**src/dms_pkg.sv**
```systemverilog
// ----------------------------------------------------------------------------
// dms_pkg
// Shared types and constants for the drive mixer and slew limiter.
// ----------------------------------------------------------------------------
package dms_pkg;

   localparam int SPEED_WIDTH_DEF = 8;
   localparam int STEP_WIDTH      = 8;
   localparam int MASK_WIDTH      = 4;
   localparam int WHEEL_COUNT     = 4;
   localparam int CSR_IDX_WIDTH   = 2;
   localparam int CSR_DATA_WIDTH  = 8;

   // wheel order: front left, back left, front right, back right
   localparam int WHL_FL = 0;
   localparam int WHL_BL = 1;
   localparam int WHL_FR = 2;
   localparam int WHL_BR = 3;

   localparam logic [CSR_IDX_WIDTH-1:0] CSR_SLEW_STEP    = 2'd0;
   localparam logic [CSR_IDX_WIDTH-1:0] CSR_REVERSE_MASK = 2'd1;
   localparam logic [CSR_IDX_WIDTH-1:0] CSR_MOTOR_ENABLE = 2'd2;

   typedef enum logic [1:0] {
      ACT_RAW    = 2'd0,
      ACT_TANK   = 2'd1,
      ACT_ARCADE = 2'd2,
      ACT_HOLO   = 2'd3
   } action_type;

   // mixer to lanes
   typedef struct packed {
      logic                  update;
      logic                  load_raw;
      logic [STEP_WIDTH-1:0] slew_step;
   } lane_ctrl_type;

   // top to merge stage
   typedef struct packed {
      logic                  push;
      logic [MASK_WIDTH-1:0] reverse_mask;
      logic [MASK_WIDTH-1:0] motor_enable;
   } merge_ctrl_type;

endpackage

```
**src/dms_mixer.sv**
```systemverilog
// ----------------------------------------------------------------------------
// dms_mixer
// Mixes the request operands into four saturated wheel targets and
// saturates the raw wheel speeds.
// ----------------------------------------------------------------------------
module dms_mixer #(
   parameter int SPEED_WIDTH = dms_pkg::SPEED_WIDTH_DEF
) (
   input  logic                                push,
   input  logic [1:0]                          action,
   input  logic [dms_pkg::STEP_WIDTH-1:0]      slew_step,
   input  logic signed [SPEED_WIDTH-1:0]       raw_speed [dms_pkg::WHEEL_COUNT],
   input  logic signed [SPEED_WIDTH-1:0]       left_speed,
   input  logic signed [SPEED_WIDTH-1:0]       right_speed,
   input  logic signed [SPEED_WIDTH-1:0]       forward_speed,
   input  logic signed [SPEED_WIDTH-1:0]       turn_speed,
   input  logic signed [SPEED_WIDTH-1:0]       strafe_speed,
   output logic signed [SPEED_WIDTH-1:0]       raw_sat [dms_pkg::WHEEL_COUNT],
   output logic signed [SPEED_WIDTH-1:0]       target [dms_pkg::WHEEL_COUNT],
   output dms_pkg::lane_ctrl_type              lane_ctrl
);
   import dms_pkg::*;

   localparam int SW = SPEED_WIDTH + 2;
   localparam logic signed [SW-1:0] WIDE_MAX = SW'((1 << (SPEED_WIDTH - 1)) - 1);
   localparam logic signed [SW-1:0] WIDE_MIN = -WIDE_MAX;
   localparam logic signed [SPEED_WIDTH-1:0] NEG_FULL = {1'b1, {(SPEED_WIDTH-1){1'b0}}};
   localparam logic signed [SPEED_WIDTH-1:0] NEG_MAX  = NEG_FULL + SPEED_WIDTH'(1);

   action_type             act;
   logic signed [SW-1:0]   f_w, t_w, s_w, l_w, r_w;
   logic signed [SW-1:0]   mix [WHEEL_COUNT];

   assign act = action_type'(action);
   assign f_w = {{2{forward_speed[SPEED_WIDTH-1]}}, forward_speed};
   assign t_w = {{2{turn_speed[SPEED_WIDTH-1]}}, turn_speed};
   assign s_w = {{2{strafe_speed[SPEED_WIDTH-1]}}, strafe_speed};
   assign l_w = {{2{left_speed[SPEED_WIDTH-1]}}, left_speed};
   assign r_w = {{2{right_speed[SPEED_WIDTH-1]}}, right_speed};

   always_comb begin
      case (act)
         ACT_TANK: begin
            mix[WHL_FL] = l_w;
            mix[WHL_BL] = l_w;
            mix[WHL_FR] = r_w;
            mix[WHL_BR] = r_w;
         end
         ACT_ARCADE: begin
            mix[WHL_FL] = f_w - t_w;
            mix[WHL_BL] = f_w - t_w;
            mix[WHL_FR] = f_w + t_w;
            mix[WHL_BR] = f_w + t_w;
         end
         ACT_HOLO: begin
            mix[WHL_FL] = f_w + t_w + s_w;
            mix[WHL_BL] = f_w + t_w - s_w;
            mix[WHL_FR] = f_w - t_w - s_w;
            mix[WHL_BR] = f_w - t_w + s_w;
         end
         default: begin
            for (int i = 0; i < WHEEL_COUNT; i++) begin
               mix[i] = '0;
            end
         end
      endcase
   end

   always_comb begin
      for (int i = 0; i < WHEEL_COUNT; i++) begin
         if (mix[i] > WIDE_MAX) begin
            target[i] = WIDE_MAX[SPEED_WIDTH-1:0];
         end else if (mix[i] < WIDE_MIN) begin
            target[i] = WIDE_MIN[SPEED_WIDTH-1:0];
         end else begin
            target[i] = mix[i][SPEED_WIDTH-1:0];
         end
         // most negative code folds to the negative limit
         raw_sat[i] = (raw_speed[i] == NEG_FULL) ? NEG_MAX : raw_speed[i];
      end
   end

   assign lane_ctrl.update    = push;
   assign lane_ctrl.load_raw  = (act == ACT_RAW);
   assign lane_ctrl.slew_step = slew_step;

endmodule

```
**src/dms_lane.sv**
```systemverilog
// ----------------------------------------------------------------------------
// dms_lane
// One wheel: holds the last speed and steps it toward the target by at most the slew step
// (a zero step jumps to the target), or loads the raw speed in raw mode.
// ----------------------------------------------------------------------------
module dms_lane #(
   parameter int SPEED_WIDTH = dms_pkg::SPEED_WIDTH_DEF
) (
   input  logic                          clock,
   input  logic                          reset,
   input  dms_pkg::lane_ctrl_type        lane_ctrl,
   input  logic signed [SPEED_WIDTH-1:0] raw_sat,
   input  logic signed [SPEED_WIDTH-1:0] target,
   output logic signed [SPEED_WIDTH-1:0] speed_next
);
   import dms_pkg::*;

   localparam int GW = SPEED_WIDTH + 1;
   localparam int MW = SPEED_WIDTH + 2;
   localparam logic signed [MW-1:0] WIDE_MAX = MW'((1 << (SPEED_WIDTH - 1)) - 1);
   localparam logic signed [MW-1:0] WIDE_MIN = -WIDE_MAX;

   logic signed [SPEED_WIDTH-1:0] last_ff, last_in;
   logic signed [GW-1:0]          gap;
   logic [GW-1:0]                 gap_abs;
   logic [GW-1:0]                 step_g;
   logic signed [MW-1:0]          step_m;
   logic signed [MW-1:0]          cur_m;
   logic signed [MW-1:0]          moved;
   logic signed [SPEED_WIDTH-1:0] slewed;

   assign gap     = {last_ff[SPEED_WIDTH-1], last_ff} - {target[SPEED_WIDTH-1], target};
   assign gap_abs = (gap < 0) ? -gap : gap;
   assign step_g  = {{(GW-STEP_WIDTH){1'b0}}, lane_ctrl.slew_step};
   assign step_m  = {{(MW-STEP_WIDTH){1'b0}}, lane_ctrl.slew_step};
   assign cur_m   = {{2{last_ff[SPEED_WIDTH-1]}}, last_ff};
   assign moved   = (last_ff > target) ? cur_m - step_m : cur_m + step_m;

   always_comb begin
      if (lane_ctrl.slew_step == '0 || gap_abs < step_g) begin
         slewed = target;
      end else if (moved > WIDE_MAX) begin
         slewed = WIDE_MAX[SPEED_WIDTH-1:0];
      end else if (moved < WIDE_MIN) begin
         slewed = WIDE_MIN[SPEED_WIDTH-1:0];
      end else begin
         slewed = moved[SPEED_WIDTH-1:0];
      end
   end

   always_comb begin
      if (!lane_ctrl.update) begin
         last_in = last_ff;
      end else if (lane_ctrl.load_raw) begin
         last_in = raw_sat;
      end else begin
         last_in = slewed;
      end
   end

   always_ff @(posedge clock) begin
      if (reset) begin
         last_ff <= '0;
      end else begin
         last_ff <= last_in;
      end
   end

   assign speed_next = last_in;

endmodule

```
**src/dms_merge.sv**
```systemverilog
// ----------------------------------------------------------------------------
// dms_merge
// Combines the lane speeds into one response: reversal, enable gating,
// and a two-entry output buffer (output register plus skid register).
// ----------------------------------------------------------------------------
module dms_merge #(
   parameter int SPEED_WIDTH = dms_pkg::SPEED_WIDTH_DEF
) (
   input  logic                                 clock,
   input  logic                                 reset,
   input  dms_pkg::merge_ctrl_type              merge_ctrl,
   input  logic signed [SPEED_WIDTH-1:0]        speed [dms_pkg::WHEEL_COUNT],
   output logic                                 req_ready,
   output logic                                 rsp_valid,
   input  logic                                 rsp_ready,
   output logic signed [SPEED_WIDTH-1:0]        rsp_speed [dms_pkg::WHEEL_COUNT],
   output logic [dms_pkg::MASK_WIDTH-1:0]       rsp_drive_valid
);
   import dms_pkg::*;

   logic signed [SPEED_WIDTH-1:0] item_speed [WHEEL_COUNT];
   logic signed [SPEED_WIDTH-1:0] main_speed_ff [WHEEL_COUNT];
   logic signed [SPEED_WIDTH-1:0] skid_speed_ff [WHEEL_COUNT];
   logic [MASK_WIDTH-1:0]         main_drive_ff, skid_drive_ff;
   logic                          main_valid_ff, skid_valid_ff;

   always_comb begin
      for (int i = 0; i < WHEEL_COUNT; i++) begin
         if (!merge_ctrl.motor_enable[i]) begin
            item_speed[i] = '0;
         end else if (merge_ctrl.reverse_mask[i]) begin
            item_speed[i] = -speed[i];
         end else begin
            item_speed[i] = speed[i];
         end
      end
   end

   // control
   always_ff @(posedge clock) begin
      if (reset) begin
         main_valid_ff <= 1'b0;
         skid_valid_ff <= 1'b0;
      end else if (!main_valid_ff || rsp_ready) begin
         // no push can arrive while the skid entry is occupied
         main_valid_ff <= skid_valid_ff || merge_ctrl.push;
         skid_valid_ff <= 1'b0;
      end else if (merge_ctrl.push) begin
         skid_valid_ff <= 1'b1;
      end
   end

   // payload
   always_ff @(posedge clock) begin
      if (!main_valid_ff || rsp_ready) begin
         if (skid_valid_ff) begin
            main_speed_ff <= skid_speed_ff;
            main_drive_ff <= skid_drive_ff;
         end else begin
            main_speed_ff <= item_speed;
            main_drive_ff <= merge_ctrl.motor_enable;
         end
      end else if (merge_ctrl.push) begin
         skid_speed_ff <= item_speed;
         skid_drive_ff <= merge_ctrl.motor_enable;
      end
   end

   assign req_ready       = !skid_valid_ff;
   assign rsp_valid       = main_valid_ff;
   assign rsp_speed       = main_speed_ff;
   assign rsp_drive_valid = main_drive_ff;

endmodule

```
**src/drive_mixer_slew_limiter_core.sv**
```systemverilog
// ----------------------------------------------------------------------------
// drive_mixer_slew_limiter_core
// Responses are registered in the output register, or in the skid register while
//   the previous response waits. Throughput: one request per cycle while req_ready
//   is high; the four wheel lanes update their stored speeds in the accept cycle, and
//   the two-entry output buffer takes one more request while one response waits.
// Reset: clears the registers, the stored wheel speeds and the buffer.
// ----------------------------------------------------------------------------
module drive_mixer_slew_limiter_core #(
   parameter int SPEED_WIDTH = dms_pkg::SPEED_WIDTH_DEF
) (
   input  logic                                 clock,
   input  logic                                 reset,
   input  logic                                 req_valid,
   output logic                                 req_ready,
   input  logic [1:0]                           req_action,
   input  logic signed [SPEED_WIDTH-1:0]        req_raw_front_left,
   input  logic signed [SPEED_WIDTH-1:0]        req_raw_back_left,
   input  logic signed [SPEED_WIDTH-1:0]        req_raw_front_right,
   input  logic signed [SPEED_WIDTH-1:0]        req_raw_back_right,
   input  logic signed [SPEED_WIDTH-1:0]        req_left_speed,
   input  logic signed [SPEED_WIDTH-1:0]        req_right_speed,
   input  logic signed [SPEED_WIDTH-1:0]        req_forward_speed,
   input  logic signed [SPEED_WIDTH-1:0]        req_turn_speed,
   input  logic signed [SPEED_WIDTH-1:0]        req_strafe_speed,
   output logic                                 rsp_valid,
   input  logic                                 rsp_ready,
   output logic signed [SPEED_WIDTH-1:0]        rsp_out_front_left,
   output logic signed [SPEED_WIDTH-1:0]        rsp_out_back_left,
   output logic signed [SPEED_WIDTH-1:0]        rsp_out_front_right,
   output logic signed [SPEED_WIDTH-1:0]        rsp_out_back_right,
   output logic [dms_pkg::MASK_WIDTH-1:0]       rsp_drive_valid,
   input  logic                                 csr_write_en,
   input  logic [dms_pkg::CSR_IDX_WIDTH-1:0]    csr_index,
   input  logic [dms_pkg::CSR_DATA_WIDTH-1:0]   csr_wdata
);
   import dms_pkg::*;

   logic [STEP_WIDTH-1:0]         slew_step_ff;
   logic [MASK_WIDTH-1:0]         reverse_mask_ff;
   logic [MASK_WIDTH-1:0]         motor_enable_ff;
   logic                          push;
   logic signed [SPEED_WIDTH-1:0] raw_speed [WHEEL_COUNT];
   logic signed [SPEED_WIDTH-1:0] raw_sat [WHEEL_COUNT];
   logic signed [SPEED_WIDTH-1:0] target [WHEEL_COUNT];
   logic signed [SPEED_WIDTH-1:0] speed_next [WHEEL_COUNT];
   logic signed [SPEED_WIDTH-1:0] rsp_speed [WHEEL_COUNT];
   lane_ctrl_type                 lane_ctrl;
   merge_ctrl_type                merge_ctrl;

   always_ff @(posedge clock) begin
      if (reset) begin
         slew_step_ff    <= '0;
         reverse_mask_ff <= '0;
         motor_enable_ff <= '0;
      end else if (csr_write_en) begin
         case (csr_index)
            CSR_SLEW_STEP:    slew_step_ff    <= csr_wdata[STEP_WIDTH-1:0];
            CSR_REVERSE_MASK: reverse_mask_ff <= csr_wdata[MASK_WIDTH-1:0];
            CSR_MOTOR_ENABLE: motor_enable_ff <= csr_wdata[MASK_WIDTH-1:0];
            default: ;
         endcase
      end
   end

   assign push = req_valid && req_ready;

   assign raw_speed[WHL_FL] = req_raw_front_left;
   assign raw_speed[WHL_BL] = req_raw_back_left;
   assign raw_speed[WHL_FR] = req_raw_front_right;
   assign raw_speed[WHL_BR] = req_raw_back_right;

   dms_mixer #(
      .SPEED_WIDTH (SPEED_WIDTH)
   ) u_mixer (
      .push          (push),
      .action        (req_action),
      .slew_step     (slew_step_ff),
      .raw_speed     (raw_speed),
      .left_speed    (req_left_speed),
      .right_speed   (req_right_speed),
      .forward_speed (req_forward_speed),
      .turn_speed    (req_turn_speed),
      .strafe_speed  (req_strafe_speed),
      .raw_sat       (raw_sat),
      .target        (target),
      .lane_ctrl     (lane_ctrl)
   );

   for (genvar g = 0; g < WHEEL_COUNT; g++) begin : g_lane
      dms_lane #(
         .SPEED_WIDTH (SPEED_WIDTH)
      ) u_lane (
         .clock      (clock),
         .reset      (reset),
         .lane_ctrl  (lane_ctrl),
         .raw_sat    (raw_sat[g]),
         .target     (target[g]),
         .speed_next (speed_next[g])
      );
   end

   assign merge_ctrl.push         = push;
   assign merge_ctrl.reverse_mask = reverse_mask_ff;
   assign merge_ctrl.motor_enable = motor_enable_ff;

   dms_merge #(
      .SPEED_WIDTH (SPEED_WIDTH)
   ) u_merge (
      .clock           (clock),
      .reset           (reset),
      .merge_ctrl      (merge_ctrl),
      .speed           (speed_next),
      .req_ready       (req_ready),
      .rsp_valid       (rsp_valid),
      .rsp_ready       (rsp_ready),
      .rsp_speed       (rsp_speed),
      .rsp_drive_valid (rsp_drive_valid)
   );

   assign rsp_out_front_left  = rsp_speed[WHL_FL];
   assign rsp_out_back_left   = rsp_speed[WHL_BL];
   assign rsp_out_front_right = rsp_speed[WHL_FR];
   assign rsp_out_back_right  = rsp_speed[WHL_BR];

endmodule
```
**config.mk**
```make
export PLATFORM = sky130hd
export DESIGN_NAME = drive_mixer_slew_limiter_core
export DESIGN_NICKNAME = d
export VERILOG_FILES = /design/src/dms_pkg.sv /design/src/dms_mixer.sv /design/src/dms_lane.sv /design/src/dms_merge.sv /design/src/drive_mixer_slew_limiter_core.sv
export SDC_FILE = /design/constraint.sdc
export NUM_CORES = 1
export LEC_CHECK = 0
export BUFFER_PORTS_ARGS = -buffer_cell sky130_fd_sc_hd__buf_2
export CELL_PAD_IN_SITES_DETAIL_PLACEMENT = 0
export CELL_PAD_IN_SITES_GLOBAL_PLACEMENT = 2
export CORE_ASPECT_RATIO = 0.5
export CORE_UTILIZATION = 34
export CTS_CLUSTER_SIZE = 10
export DETAILED_ROUTE_END_ITERATION = 6
export HOLD_SLACK_MARGIN = 0.1
export PLACE_DENSITY_LB_ADDON = 0.25
export SETUP_SLACK_MARGIN = 0.4
export SYNTH_ARGS = -nofsm -noshare
export SYNTH_HDL_FRONTEND = slang
export SYNTH_SLANG_ARGS = --single-unit
```
**constraint.sdc**
```tcl
create_clock -name clock -period 8.4 [get_ports clock]
set_input_delay 0.84 -clock clock [delete_from_list [all_inputs] [get_ports clock]]
set_output_delay 0.84 -clock clock [all_outputs]
set_load 0.01 [all_outputs]
```
==> results.py <==
metrics = {
    "synthesis": {
        "synth-edff-count": 72,
        "async_reset_ff_frac": 0,
        "synth_flop_cell": "edfxtp_1",
        "synthCells": 1884,
        "yosys_warnings": 0,
        "syn_area_mm2": 0.01525,
        "synth_fp_nets": 2150,
        "ys_seq_area_frac": 0.2075,
        "synth-seq-cells": 122,
        "netlist-cell-type-count": 107,
        "avgSynthCellArea_um2": 8.093,
    },
    "global_route": {
        "grt_overflow": 0,
        "met1_usage": 0.3752,
        "grt_max_degree": 51,
        "grt_pass1_vias": 16520,
        "grtUsageTotal": 0.2676,
        "gr-max-usage-layer": "met2",
        "use_met2": 0.4243,
        "antenna_found_initial": 1,
        "grt_pass1_wl_um": 94010,
        "use_met3": 0.04904,
    },
    "detailed_routing": {
        "detail_route.drc_violations": 12,
        "viasPerCell": 5.335,
        "postRouteAntennaNets": 0,
        "first_pass_iters": 7,
        "drt-total-wl_um": 63220,
        "post_drt_wl_per_cell_um": 19.57,
        "drt_iter0_drc": 1085,
        "vias": 17240,
    },
    "worst_setup_path": {
        "worstSetupPathType": "in -> reg",
        "slowest_delay_ns": 0.46,
        "cpMostUsedCell": "ha_4",
        "slowest_stage": "or4_4",
        "end_kind": "flop",
        "critPathMaxFanout": 6,
        "cp.arrival_ns": 8.64,
        "start_kind": "primary input",
        "crit_required_ns": 8.56,
    },
    "place": {
        "numPortBuffers": 126,
        "dpl.hpwl_um": 48770,
        "finalWeightedCongestion": 0.9428,
    },
    "cts": {
        "cts_sinks": 122,
        "cts.clk_slew.worst_paths_ns": 0.05,
        "root_buffer": "clkbuf_16",
        "cts_tree": "done",
        "htreeDepth": 4,
        "clk_latency_ns": 0.42,
        "clockBufferDepth": 2,
        "cts_buffers": 17,
    },
    "sta": {
        "tightest_slew_ns": 1.080,
        "setup_violations": 5,
        "max_freq_mhz": 117.9,
        "min_period_over_period": 1.010,
        "slew_headroom": 0.2769,
        "grt_setup_unrepaired": "yes",
        "final_hold_viol_count": 0,
        "drv_slew": 0,
        "setup_slack_ns": -0.08274,
        "skew_ns": 0.02097,
        "min_period_ns": 8.483,
    },
    "power_and_ir_drop": {
        "power_w": 0.009449,
        "ir_drop_v": 0.0001675,
        "p_leak_nw": 11.00,
        "p_per_area_mw_per_mm2": 370.1,
    },
    "floorplanning": {
        "io_pins": 127,
        "die_height_um": 151.7,
        "die_area_mm2": 0.04575,
        "die_width_um": 301.5,
        "std_cell_rows": 54,
        "coreArea_mm2": 0.04392,
        "start_util": 0.3472,
    },
    "layout": {
        "fillers": 3973,
        "post-route-util": 0.5814,
        "final_nets": 2896,
        "drive_gt1_frac": 0.5096,
        "area.growth.synth_to_final_pct": 67.46,
        "num_antenna_cells": 0,
    },
    "run_status": {
        "failed_checks": "DRC, setup timing",
        "outcome": "complete, but fails checks",
    },
    "job": {
        "cap_violations": 0,
    },
    "min_path": {
        "hold_class": "reg -> reg",
    },
}
-- critical path, delay by kind of cell --
| family | cells | cell delay [ns] |
|---|---|---|
| mux | 4 | 0.88 |
| compound gates | 11 | 2.31 |
| simple gates | 12 | 2.29 |
| xor+xnor | 3 | 0.49 |
| fa+ha+maj | 5 | 1.33 |
| buf+inv | 4 | 0.48 |
-- Yosys cell counts (all sizes together) (29+ instances only) --
library cell	number	area, um^2
nor3	37	196.4
nor2	183	689.4
o31ai	29	217.7
o211ai	29	217.7
clkbuf	44	165.2
nor2b	53	331.6
and2	36	225.2
xnor2	98	865.8
nand2b	36	225.2
nand3	29	150.1
o21ai	110	550.5
xor2	45	394.1
a211oi	31	247.7
nand2	137	514.2
inv	121	454.2
ha	163	2039
dfxtp	50	1001
edfxtp	72	2162
a21oi	127	654.4
-- layout by cell type, fill, tap and decap left out, drive strengths merged, types with 19 or more instances in the layout --
cell,Yosys,routed
xnor2,98,98
o21a,23,23
inv,121,122
a22o,22,22
a22oi,21,21
and2,36,36
o31ai,29,29
mux2i,23,23
ha,163,163
a211oi,31,31
a21o,21,21
nand2,137,138
dfxtp,50,50
a21oi,127,127
edfxtp,72,72
xor2,45,45
buf,22,792
a31oi,19,19
o211ai,29,29
nor2b,53,53
nand2b,36,36
nand3,29,29
nor2,183,183
o21ai,110,110
nor3,37,37
-- where the power goes --
part	internal, W	switching (W)
registers	0.000709	0.000131
clock network	0.000468	0.000300
logic	0.00402	0.00383
-- per-stage QoR --
stage / hold WS [ns] / setup slack (ns) / cells / instance area [um^2] / TNS (ns)
global placement: 0.5059 / -0.9520 / 3092 / 21230 / -35.06
global route: 0.5482 / -0.3463 / 3231 / 25530 / -6.503
CTS: 0.5149 / -0.08723 / 3179 / 23460 / -0.2547
finish: 0.5142 / -0.08274 / 3231 / 25530 / -0.2168
detailed placement: 0.4984 / -0.9931 / 3092 / 21230 / -41.10
floorplan: 0.4185 / 0.002326 / 1884 / 15950 / 0
-- metal layers --
layer,up-vias,share of wire
li1,8459,-
met1,8249,0.48
met2,446,0.44
met3,82,0.063
met4,2,0.021
met5,-,0.00013
-- path summary, 6_finish.rpt --
kind,startpoint,to,slack (ns),cells after the start
worst max-delay path,req_turn_speed[3],u_merge.rsp_speed[25]$_DFFE_PP_,-0.08,39
worst min-delay path,u_merge.skid_drive_ff[2]$_DFFE_PP_,u_merge.rsp_drive_valid[2]$_DFFE_PP_,0.51,2
worst max register to register,slew_step_ff[1]$_SDFFE_PP0P_,u_merge.rsp_speed[25]$_DFFE_PP_,2.23,20
worst min register to register,u_merge.skid_drive_ff[2]$_DFFE_PP_,u_merge.rsp_drive_valid[2]$_DFFE_PP_,0.51,2
-- sequential cells by signal, indices dropped and copies added, names as in the netlist --
signal                   count
g_lane.u_lane.last_ff       32
motor_enable_ff              4
reverse_mask_ff              4
slew_step_ff                 8
u_merge.rsp_drive_valid      4
u_merge.rsp_speed           32
u_merge.rsp_valid            1
u_merge.skid_drive_ff        4
u_merge.skid_speed_ff       32
u_merge.skid_valid_ff        1
-- timing repair --
action,4_1_cts,5_1_grt
endpoints found under the setup margin,76,82
hold buffers,0,0
gates resized for setup,277,345
pin swaps,141,157
gates cloned,1,0
setup buffers,54,52
-- cell families after synthesis --
logic type | Yosys count | synth area share
multiplexers | 35 | 0.02396
XOR/XNOR | 144 | 0.08419
AND/OR/NAND/NOR | 641 | 0.2159
AO/OA/AOI/OAI | 577 | 0.2674
flip-flops | 122 | 0.2075
buffers and inverters | 188 | 0.04899
adder cells (fa/ha/maj) | 177 | 0.1521
-- final cells by class --
type                            instances  area [um^2]  area share
Clock inverter                         14        172.7    0.006762
Tap cell                              588        735.7     0.02881
Timing Repair Buffer                  792         5974      0.2340
Inverter                              122        513.0     0.02009
Multi-Input combinational cell       1575        14550      0.5697
Sequential cell                       122         3163      0.1239
Clock buffer                           18        429.2     0.01681
No activity file was read; power rests on OpenSTA's default activity.
